## src/mhp_pkg.sv

```systemverilog
package mhp_pkg;

  // Parser phase, one-hot
  typedef enum logic [4:0] {
    PH_ADDR  = 5'b00001,
    PH_COUNT = 5'b00010,
    PH_DHI   = 5'b00100,
    PH_DLO   = 5'b01000,
    PH_DATA  = 5'b10000
  } phase_e;

  typedef enum logic [1:0] {
    K_HDR  = 2'd0,
    K_DESC = 2'd1,
    K_DATA = 2'd2,
    K_ERR  = 2'd3
  } rec_kind_e;

  localparam int unsigned TdataW = 48;

  typedef struct packed {
    rec_kind_e   kind;
    logic [3:0]  src_addr;
    logic [3:0]  dst_addr;
    logic [7:0]  sdu_count;
    logic [7:0]  sdu_index;
    logic        dc_flag;
    logic [14:0] sdu_size;
    logic [7:0]  data_out;
    logic        last;
  } rec_t;

  localparam rec_t RecZero = '{
    kind: K_HDR, src_addr: '0, dst_addr: '0, sdu_count: '0, sdu_index: '0,
    dc_flag: 1'b0, sdu_size: '0, data_out: '0, last: 1'b0
  };

endpackage

```

## src/mhp_parser.sv

```systemverilog
module mhp_parser
  import mhp_pkg::*;
(
  input  logic       clk_i,
  input  logic       rst_ni,
  input  logic       accept_i,
  input  logic [7:0] byte_i,
  input  logic       end_i,
  output logic       emit_o,
  output rec_t       rec_o
);

  phase_e     phase_q, phase_d;
  logic [7:0] idx_q, idx_d;
  logic [3:0] src_q, src_d;
  logic [3:0] dst_q, dst_d;
  logic [7:0] cnt_q, cnt_d;
  logic [7:0] dhi_q, dhi_d;
  logic [7:0] idx_inc;
  logic       final_desc;

  assign idx_inc    = idx_q + 8'd1;
  assign final_desc = (idx_inc == cnt_q);

  always_comb begin
    phase_d = phase_q;
    idx_d   = idx_q;
    src_d   = src_q;
    dst_d   = dst_q;
    cnt_d   = cnt_q;
    dhi_d   = dhi_q;
    emit_o  = 1'b0;
    rec_o   = RecZero;
    unique case (phase_q)
      PH_COUNT: begin
        cnt_d = byte_i;
        idx_d = '0;
        emit_o = 1'b1;
        if (end_i && byte_i != 8'd0) begin
          rec_o.kind = K_ERR;
          rec_o.last = 1'b1;
          phase_d    = PH_ADDR;
        end else begin
          rec_o.kind      = K_HDR;
          rec_o.src_addr  = src_q;
          rec_o.dst_addr  = dst_q;
          rec_o.sdu_count = byte_i;
          rec_o.last      = end_i;
          if (end_i) phase_d = PH_ADDR;
          else if (byte_i == 8'd0) phase_d = PH_DATA;
          else phase_d = PH_DHI;
        end
      end
      PH_DHI: begin
        dhi_d = byte_i;
        if (end_i) begin
          emit_o     = 1'b1;
          rec_o.kind = K_ERR;
          rec_o.last = 1'b1;
          phase_d    = PH_ADDR;
          idx_d      = '0;
        end else begin
          phase_d = PH_DLO;
        end
      end
      PH_DLO: begin
        emit_o = 1'b1;
        if (end_i && !final_desc) begin
          rec_o.kind = K_ERR;
          rec_o.last = 1'b1;
          phase_d    = PH_ADDR;
          idx_d      = '0;
        end else begin
          rec_o.kind      = K_DESC;
          rec_o.sdu_index = idx_q;
          rec_o.dc_flag   = dhi_q[7];
          rec_o.sdu_size  = {dhi_q[6:0], byte_i};
          rec_o.last      = end_i;
          if (end_i) begin
            phase_d = PH_ADDR;
            idx_d   = '0;
          end else begin
            idx_d   = idx_inc;
            phase_d = final_desc ? PH_DATA : PH_DHI;
          end
        end
      end
      PH_DATA: begin
        emit_o         = 1'b1;
        rec_o.kind     = K_DATA;
        rec_o.data_out = byte_i;
        rec_o.last     = end_i;
        if (end_i) phase_d = PH_ADDR;
      end
      default: begin
        // address byte; illegal codes recover here too
        src_d = byte_i[7:4];
        dst_d = byte_i[3:0];
        idx_d = '0;
        if (end_i) begin
          emit_o     = 1'b1;
          rec_o.kind = K_ERR;
          rec_o.last = 1'b1;
          phase_d    = PH_ADDR;
        end else begin
          phase_d = PH_COUNT;
        end
      end
    endcase
  end

  always_ff @(posedge clk_i or negedge rst_ni) begin
    if (!rst_ni) begin
      phase_q <= PH_ADDR;
      idx_q   <= '0;
    end else if (accept_i) begin
      phase_q <= phase_d;
      idx_q   <= idx_d;
    end
  end

  // held fields are always written before they are read
  always_ff @(posedge clk_i) begin
    if (accept_i) begin
      src_q <= src_d;
      dst_q <= dst_d;
      cnt_q <= cnt_d;
      dhi_q <= dhi_d;
    end
  end

endmodule

```

## src/mac_pdu_header_parser_top.sv

```systemverilog
// MAC PDU header parser.
//
// Input stream (s_axis): one PDU byte per request in tdata, tlast marks
// the final byte of the PDU. Output stream (m_axis): one record per
// request; tuser carries the record kind (header, SDU descriptor, payload,
// truncated header error), tdata the record fields, tlast marks the
// record caused by the final PDU byte. Address bytes and first descriptor
// bytes produce no record unless they carry tlast.
//
// A record enters the output register, or the skid entry while the
// receiver stalls, when the byte that causes it is accepted.
// Throughput: one byte per cycle while tready is high, set by the phase
// update in the parser; the output keeps up with an always-ready receiver.
//
// Stall: the output register is backed by a one-entry skid buffer, so a
// byte is still taken in the cycle the receiver first stalls; s_axis
// tready drops only once the skid entry is occupied.
//
// Reset: asynchronous, active low; the parser returns to expecting an
// address byte and both output stages are emptied.
module mac_pdu_header_parser_top
  import mhp_pkg::*;
(
  input  logic              clk_i,
  input  logic              rst_ni,
  input  logic              s_axis_tvalid_i,
  output logic              s_axis_tready_o,
  input  logic [7:0]        s_axis_tdata_i,   // [7:0] pdu_byte
  input  logic              s_axis_tlast_i,   // end_of_pdu
  output logic              m_axis_tvalid_o,
  input  logic              m_axis_tready_i,
  // [3:0] src_addr, [7:4] dst_addr, [15:8] sdu_count, [23:16] sdu_index,
  // [24] dc_flag, [39:25] sdu_size, [47:40] data_out
  output logic [TdataW-1:0] m_axis_tdata_o,
  output logic [1:0]        m_axis_tuser_o,   // [1:0] rec_kind
  output logic              m_axis_tlast_o    // last
);

  logic accept;
  logic emit;
  rec_t rec_new;

  logic out_valid_q, out_valid_d;
  logic skid_valid_q, skid_valid_d;
  rec_t out_q, out_d;
  rec_t skid_q, skid_d;
  logic out_free;

  assign s_axis_tready_o = !skid_valid_q;
  assign accept          = s_axis_tvalid_i && s_axis_tready_o;

  mhp_parser u_parser (
    .clk_i    (clk_i),
    .rst_ni   (rst_ni),
    .accept_i (accept),
    .byte_i   (s_axis_tdata_i),
    .end_i    (s_axis_tlast_i),
    .emit_o   (emit),
    .rec_o    (rec_new)
  );

  // output stage can load when empty or being drained this cycle
  assign out_free = !out_valid_q || m_axis_tready_i;

  always_comb begin
    out_valid_d  = out_valid_q;
    skid_valid_d = skid_valid_q;
    out_d        = out_q;
    skid_d       = skid_q;
    if (out_free) begin
      if (skid_valid_q) begin
        out_d        = skid_q;
        out_valid_d  = 1'b1;
        skid_valid_d = 1'b0;
      end else if (accept && emit) begin
        out_d       = rec_new;
        out_valid_d = 1'b1;
      end else begin
        out_valid_d = 1'b0;
      end
    end else if (accept && emit) begin
      skid_d       = rec_new;
      skid_valid_d = 1'b1;
    end
  end

  always_ff @(posedge clk_i or negedge rst_ni) begin
    if (!rst_ni) begin
      out_valid_q  <= 1'b0;
      skid_valid_q <= 1'b0;
    end else begin
      out_valid_q  <= out_valid_d;
      skid_valid_q <= skid_valid_d;
    end
  end

  always_ff @(posedge clk_i) begin
    out_q  <= out_d;
    skid_q <= skid_d;
  end

  assign m_axis_tvalid_o = out_valid_q;
  assign m_axis_tuser_o  = out_q.kind;
  assign m_axis_tlast_o  = out_q.last;
  assign m_axis_tdata_o  = {out_q.data_out, out_q.sdu_size, out_q.dc_flag,
                            out_q.sdu_index, out_q.sdu_count,
                            out_q.dst_addr, out_q.src_addr};

  // skid entry only ever sits behind a full output register
  a_skid_behind_out: assert property (@(posedge clk_i) disable iff (!rst_ni)
    skid_valid_q |-> out_valid_q)
    else $error("skid valid with empty output stage");

  // error records carry nothing but kind and last
  a_err_clean: assert property (@(posedge clk_i) disable iff (!rst_ni)
    (m_axis_tvalid_o && m_axis_tuser_o == K_ERR) |->
      (m_axis_tdata_o == '0 && m_axis_tlast_o))
    else $error("error record with payload or without last");

  // a parked skid record is kept while the receiver stalls
  a_skid_hold: assert property (@(posedge clk_i) disable iff (!rst_ni)
    (skid_valid_q && !m_axis_tready_i) |=> (skid_valid_q && $stable(skid_q)))
    else $error("skid record lost during stall");

  // a record from an accepted byte is never dropped
  a_no_drop: assert property (@(posedge clk_i) disable iff (!rst_ni)
    (accept && emit) |=> out_valid_q)
    else $error("record dropped");

endmodule
```

## config.mk

```make
export PLATFORM = sky130hd
export DESIGN_NAME = mac_pdu_header_parser_top
export DESIGN_NICKNAME = d
export VERILOG_FILES = /design/src/mhp_pkg.sv /design/src/mhp_parser.sv /design/src/mac_pdu_header_parser_top.sv
export SDC_FILE = /design/constraint.sdc
export NUM_CORES = 1
export LEC_CHECK = 0
export BUFFER_PORTS_ARGS = -buffer_cell sky130_fd_sc_hd__buf_2
export CAP_MARGIN = 5
export CORE_AREA = 4 4 119 121
export DETAILED_ROUTE_END_ITERATION = 7
export DIE_AREA = 0 0 123 125
export GPL_TIMING_DRIVEN = 0
export SETUP_SLACK_MARGIN = 0.02
export SYNTH_ARGS = -nofsm -noshare
export SYNTH_HDL_FRONTEND = slang
export SYNTH_SLANG_ARGS = --single-unit
```

## constraint.sdc

```tcl
create_clock -name clk_i -period 6.05 [get_ports clk_i]
set_clock_uncertainty 0.2 [all_clocks]
set_input_delay 0.3025 -clock clk_i [delete_from_list [all_inputs] [get_ports clk_i]]
set_output_delay 0.3025 -clock clk_i [all_outputs]
set_load 0.02 [all_outputs]
```

==> results of run 1 <==
-- critical path, cell delays in order (launching register included) --
cell and delay (ns):
dfrtp_1 0.36, clkbuf_1 0.32, inv_1 0.23, nand2_1 0.17, clkbuf_1 0.26, nor3b_2 0.40
buf_6 0.23, buf_6 0.18, buf_4 0.22, buf_8 0.18, buf_6 0.15
-- state kept, by name, indices dropped and copies added (netlist names), 2 cells and up --
register,flops
skid_q,51
m_axis_tdata_o,48
u_parser.cnt_q,8
u_parser.dhi_q,8
u_parser.idx_q,8
u_parser.phase_q,5
u_parser.dst_q,4
u_parser.src_q,4
m_axis_tuser_o,2
-- area by class of cell --
cell class / instances / area share, %
well taps: 176 / 3.106
inverters: 3 / 0.1588
repair buffers: 73 / 5.912
plain buffers: 24 / 1.747
flip-flops and latches: 141 / 58.68
clock inverters: 14 / 2.400
clock buffers: 18 / 6.054
multi-input cells: 235 / 21.94
-- kinds of logic (layout without fill, tap and decap cells) --
family	after synthesis	after routing
compound gates	63	63
fa+ha+maj	1	1
xor+xnor	8	8
simple gates	137	137
buf+inv	27	132
mux	26	26
flops	141	141
-- worst max path at each step --
stage,endpoint,slack (ns),from,cells past startpoint
floorplan,skid_q[0]$_DFFE_PP_,0.56,skid_valid_q$_DFFE_PN0P_,5
global placement,skid_q[25]$_DFFE_PP_,-1.75,skid_valid_q$_DFFE_PN0P_,5
detailed placement,skid_q[30]$_DFFE_PP_,2.85,skid_valid_q$_DFFE_PN0P_,10
CTS,skid_q[21]$_DFFE_PP_,2.84,skid_valid_q$_DFFE_PN0P_,10
global route,skid_q[25]$_DFFE_PP_,2.66,skid_valid_q$_DFFE_PN0P_,10
finish,skid_q[23]$_DFFE_PP_,2.85,skid_valid_q$_DFFE_PN0P_,10
-- what timing repair did --
action                     in CTS  in global routing
setup endpoints to repair       0                  0
hold buffers                    1                  0
hold endpoints to repair       15                  0
-- metal layers --
| layer | routed length (µm) | track usage (%) | up-vias |
|---|---|---|---|
| met2 | 5964 | 25.76 | 109 |
| met5 | 0 | 0 | - |
| li1 | - | - | 1696 |
| met4 | 87 | 5.016 | 0 |
| met1 | 5366 | 22.51 | 1771 |
| met3 | 713 | 3.884 | 12 |
-- report_power, final --
part / switching [W] / leakage [nW] / internal, W
Clock: 0.000397 / 0.282 / 0.000648
Sequential: 0.0000196 / 1.41 / 0.00114
Combinational: 0.000161 / 0.996 / 0.0000765
-- through the flow --
| step | power [W] | utilization [%] | setup slack (ns) |
|---|---|---|---|
| 3_5_place_dp | 0.001421 | 49.46 | 2.848 |
| 4_1_cts | 0.002464 | 54.12 | 2.837 |
| 2_1_floorplan | 0.001329 | - | 0.5579 |
| 6_report | 0.002444 | 54.18 | 2.849 |
| 5_1_grt | 0.002537 | 54.18 | 2.663 |
| 3_3_place_gp | 0.001415 | 48.79 | -1.752 |
-- cells in the final DEF (no fill, tap or decap), drive strengths merged, types with 2 or more instances in the layout --
cell type,n
nand3b,3
nor4,2
o31ai,5
nand4,3
bufinv,3
and2,25
dfrtp,14
nand2,35
a22o,24
buf,80
clkinvlp,4
or3,3
edfxtp,126
nor2,33
clkbuf,34
a21o,2
o21ai,17
and3,2
nor3b,7
nor2b,2
xnor2,5
mux2,25
nand2b,4
o41ai,3
xor2,3
a21oi,5
nor3,7
o21a,2
clkinv,6
inv,4
nand3,10
==> summary.md, run 1 <==
| Metric | Value |
|---|---|
| Drt drc | 0 |
| Clock Path Buffers | 2 |
| Vias in the first global route | approximately 3400 |
| GPL Wtd Cong | 0.8987 |
| Reg2reg end | skid_q[23]$_DFFE_PP_ |
| WHS Path Cells | 3 |
| Initial DRC Count | about 290 |
| Critical-path maximum fanout | 12 |
| Via density per instance | between 5 and 6 |
| Number of synthesized flops with an enable pin | 126 |
| WP data arrival | between 3 and 4 ns |
| Worst slew pin tran | between 0.8 and 0.9 ns |
| Final-layout fill cell count | 1085 |
| Port buffer count | 65 |
| Hold Slack | about 0.024 ns |
| Layout area overhead | 21.43% |
| Fmax achieved | 312.4 MHz |
| Hold worst-path end | m_axis_tvalid_o$_DFFE_PN0N_ |
| Synth warnings | 0 |
| Register area | 0.004160 mm² |
| Setup TNS | 0 ns |
| First-pass GRT wire length | ~19 mm |
| Root buffer selected by CTS | clkbuf_16 |
| Synth Area in Compound Gates | 8.165% |
| CTS tree | built |
| GRT overflow | 0 |
| Hold Crit Start | s_axis_tvalid_i |
| Tcrit/Tclk final | 52.90% |
| Core ar. | 0.01309 mm² |
| Leak | 2.689 nW |
| Share of cells above drive strength 1 | 27.95% |
| DP Area | about 0.0065 mm² |
| Die Y | 125 µm |
| Multi-input combinational cell area | ~0.0016 mm² |
| Status | finished, final reports clean |
| Post-synthesis adder-cell area fraction | 0.2143% |
| Synth area leaders | edfxtp_1, dfrtp_1, mux2_2 |
| Final Slew Violations | 0 |
| Flop-to-flop setup slack | 2.85 ns |
| Post-CTS setup buffer count | 0 |
| RR Startpoint | skid_valid_q$_DFFE_PN0P_ |
| NumNets Final | 509 |
| IO Pins | 66 |
| Clk slew on worst S/H paths | approximately 0.060 ns |
| Reg2reg path depth | 10 |
| Prevailing post-synth register cell | edfxtp_1 |
| Sequential share of the synthesized area | 71.26% |
| GRT Total Usage | 16.32% |
| Synth Area in XOR/XNOR | 1.200% |
| Placed cells | 650 |
| Critical Path End Type | register |
| Diodes inserted | 0 |
| Synth Area in Simple Gates | 11.85% |
| Crit path time final | 3.201 ns |
| Final wirelength | 12.13 mm |
| Clock sinks | 141 |
| Worst setup SP type | register |
| Pin count of the biggest net entering global routing | 28 |
| DR vias | 3588 |
| Max-slew headroom | 46.35% |
| Peak supply drop | 0.1833 mV |
| Share of the synthesized area in the top cell type | 64.81% |
| Power per standard cell area | 344.7 mW/mm² |
| Cell variety after synth | 43 |
| Req. time, crit path | 5.98 ns |
| Final hold vios | 0 |
| Antenna violations before repair | 0 |
| Initial Util | 44.62% |
| Path type of the worst min-delay path | in2reg |
| Post-synthesis cell area | 0.005838 mm² |
| Synth Register Bits | 141 |
| Post-Synthesis Net Count | 417 |
| CTS buffer count | 17 |
| Layout Cells excl Fill | 684 |
| HPWL Detailed | 8.114 mm |
| Crit path kind | reg2reg |
| Max Cap Violations | 0 |
| H-Tree Depth | 4 |
| Main combinational cell family by area after synthesis | simple AND/OR/NAND/NOR gates |
| Final Cell Area | approximately 0.0071 mm² |
| Leading area contributor after synthesis | edfxtp_1 |
| Routed length per instance | 17.74 µm |
| Most common library cells after synthesis | edfxtp_1, nand2_1, nor2_1 |
| DRT Pass-1 Iters | 5 |
| Asr flop ratio synth | approximately a tenth |
| Post-cts resize count | 0 |
| Most frequent cell after synthesis | edfxtp_1 |
| Total die area | 0.01538 mm² |
| Mapped Cells | 403 |
| Latest clock arrival within the worst-skew pair | 0.42 ns |
| Synthesized area per cell | 14.49 µm² |
| Final setup viols | 0 |
| ANT nets after route | 0 |
| Rows | 42 |
| Unrepaired setup endpoints after global routing | no |
| Chip width | 123 µm |
| Mux contribution to synthesized area | 4.994% |
(Power assumes the default switching activity.)
==> run 2, diff against run 1 <==
Settings changed: ABC_AREA set to 1, CORE_AREA 4 4 119 121 to 4 4 121 123, DIE_AREA 0 0 123 125 to 0 0 125 127, PLACE_DENSITY set to 0.66.
Clock period 6.05 ns to 2.7 ns, I/O delays scaled along.
==> summary.md, run 2 <==
| Metric | Value |
|---|---|
| Reg2reg path depth | 9 |
| GRT Total Usage | 17.88% |
| Initial Util | 44.22% |
| Total die area | 0.01588 mm² |
| Critical Path End Type | register |
| Rows | 43 |
| Multi-input combinational cell area | 0.001594 mm² |
| Synthesized area per cell | about 11 µm² |
| Share of the synthesized area in the top cell type | 62.61% |
| Most frequent cell after synthesis | nand2_1 |
| ANT nets after route | 0 |
| Critical-path maximum fanout | 25 |
| Placed cells | a little over 800 |
| Port buffer count | 64 |
| RR Startpoint | u_parser.phase_q[1]$_DFFE_PN0P_ |
| DR vias | 4325 |
| Diodes inserted | 0 |
| Clk slew on worst S/H paths | 0.06 ns |
| Mux contribution to synthesized area | 0% |
| Synth area leaders | edfxtp_1, nand2_1, dfrtp_1 |
| Synth Area in Simple Gates | 23.15% |
| Hold Slack | approximately 0.021 ns |
| NumNets Final | 673 |
| Final hold vios | 0 |
| Cell variety after synth | 32 |
| Routed length per instance | 16.14 µm |
| Post-synthesis cell area | ~0.006 mm² |
| Most common cell after layout, fill and taps aside | nand2_1 |
| Synth Area in Compound Gates | under 10% |
| Register area | 0.004160 mm² |
| Flop-to-flop setup slack | 0.18 ns |
| DRT Pass-1 Iters | 5 |
| Final wirelength | 13.75 mm |
| Crit path time final | between 2 and 3 ns |
| Main combinational cell family by area after synthesis | simple AND/OR/NAND/NOR gates |
| Reg2reg end | skid_q[18]$_DFFE_PP_ |
| CTS tree | built |
| Clock Path Buffers | 2 |
| Max-slew headroom | 45.49% |
| Most common library cells after synthesis | nand2_1, edfxtp_1, nor2_1 |
| Mapped Cells | 559 |
| IO Pins | 66 |
| Worst Setup Slack, final | 0.1841 ns |
| Fmax achieved | 397.5 MHz |
| Final setup viols | 0 |
| Post-Synthesis Net Count | around 570 |
| Worst slew pin tran | 0.8146 ns |
| First-pass GRT wire length | 21.94 mm |
| Latest clock arrival within the worst-skew pair | 0.42 ns |
| Max reg flops | 51 |
| Prevailing post-synth register cell | edfxtp_1 |
| GPL Wtd Cong | 0.8451 |
| Power per standard cell area | 803.8 mW/mm² |
| Leak | between 3 and 4 nW |
| CTS buffer count | 17 |
| Core ar. | 0.01367 mm² |
| Chip width | 125 µm |
| Post-synthesis adder-cell area fraction | less than 1% |
| Core Util, Final | between 50 and 60% |
| CP startpoint | u_parser.phase_q[1]$_DFFE_PN0P_ |
| HPWL Detailed | 9.209 mm |
| Pin count of the biggest net entering global routing | 35 |
| Peak supply drop | 0.4549 mV |
| Asr flop ratio synth | 10.64% |
| WP data arrival | between 2 and 2.5 ns |
| Number of synthesized flops with an enable pin | 126 |
| Unrepaired setup endpoints after global routing | no |
| Path type of the worst min-delay path | in2async |
| Worst setup SP type | register |
| H-Tree Depth | 4 |
| Antenna violations before repair | 0 |
| Die Y | 127 µm |
| Tcrit/Tclk final | 93.18% |
| Root buffer selected by CTS | clkbuf_16 |
| Layout area overhead | 24.02% |
| Most flops, register | skid_q |
| Leading area contributor after synthesis | edfxtp_1 |
| Max Cap Violations | 0 |
| Initial DRC Count | 416 |
| Commonest non-fill, non-tap cells in the layout | nand2_1, edfxtp_1, buf_2, nor2_1, inv_1 |
| Layout Cells excl Fill | 852 |
| Sequential share of the synthesized area | 68.84% |
| Status | finished, final reports clean |
| GRT overflow | 0 |
| Setup TNS | 0 ns |
| Via density per instance | roughly 5.1 |
| Share of cells above drive strength 1 | 19.35% |
| Clock sinks | 141 |
| Final Slew Violations | 0 |
| Synth Register Bits | 141 |
| Vias in the first global route | roughly 4300 |
| Synth warnings | 0 |
| Crit path kind | reg2reg |
| Synth Area in XOR/XNOR | 0.2899% |
| DP Worst Slack | -0.2036 ns |
| Final-layout fill cell count | roughly 1200 |
| Req. time, crit path | 2.61 ns |
| Drt drc | 0 |
-- run 2: changes by cell type after synthesis, sizes merged, moves of 5 or more --
cell,previous run,this run
a22o,24,0
and2,25,1
inv,3,48
mux2,25,0
nand2,35,185
nand3,10,22
nand4,3,25
nor2,33,59
nor3,7,21
nor3b,7,0
o31ai,5,0
-- run 2: worst max-delay path, stage by stage, from the launching register on --
cell	delay, ns
dfrtp_1	0.39
nor2_1	0.20
nand3_1	0.12
clkbuf_1	0.26
nand3_1	0.21
inv_1	0.06
a21oi_1	0.18
inv_1	0.17
nor2_4	0.20
buf_12	0.20
-- run 2: worst max-delay path by stage --
stage	slack, ns	end
2_1_floorplan	0.08	m_axis_tdata_o[0]$_DFFE_PP_
3_3_place_gp	-0.50	m_axis_tdata_o[30]$_DFFE_PP_
3_5_place_dp	-0.20	skid_q[43]$_DFFE_PP_
4_1_cts	0.03	u_parser.dst_q[1]$_DFFE_PP_
5_1_grt	0.03	s_axis_tready_o
6_report	0.18	skid_q[18]$_DFFE_PP_
-- run 2: per-layer routing --
| layer | GRT usage [%] | vias up | part of all wire [%] |
|---|---|---|---|
| li1 | - | 2087 | - |
| met1 | 22.56 | 2073 | 42 |
| met2 | 29.48 | 140 | 50 |
| met3 | 4.599 | 25 | 5.4 |
| met4 | 7.717 | 0 | 2.6 |
| met5 | 0 | - | 0 |
-- run 2: area by class of cell --
| class | count | share of cell area (%) |
|---|---|---|
| Buffer | 27 | 1.786 |
| Clock buffer | 19 | 5.776 |
| Clock inverter | 13 | 3.255 |
| Inverter | 49 | 2.454 |
| Multi-Input combinational cell | 343 | 21.27 |
| Sequential cell | 141 | 55.51 |
| Tap cell | 180 | 3.005 |
| Timing Repair Buffer | 80 | 6.945 |
-- run 2: logic make-up after synthesis --
family                   after synthesis
XOR/XNOR                               2
buffers and inverters                 76
AO/OA/AOI/OAI                         25
AND/OR/NAND/NOR                      314
flip-flops                           141
adder cells (fa/ha/maj)                1
-- run 2: where the power goes --
| group | internal (W) | switching (W) |
|---|---|---|
| sequential | 0.00259 | 0.0000456 |
| combinational | 0.000197 | 0.000518 |
| clock | 0.00182 | 0.000857 |
| total | 0.00460 | 0.00142 |
-- run 2: metrics by stage --
| stage | area (µm²) | total power, W |
|---|---|---|
| after detailed placement | 6644 | 0.003359 |
| after global routing | 7495 | 0.006249 |
| final | 7495 | 0.006024 |
| after CTS | 7492 | 0.006062 |
| after floorplan | 6058 | 0.003110 |
| after global placement | 6604 | 0.003332 |
-- run 2: what timing repair did --
action / 4_1_cts / 5_1_grt
gates resized for setup: 1 / 1
buffers inserted: 2 / 0
endpoints found under the setup margin: 85 / 8
hold endpoints to repair: 46 / 0
pin swaps: 2 / 0
cloned: 1 / 0
hold buffers: 12 / 0
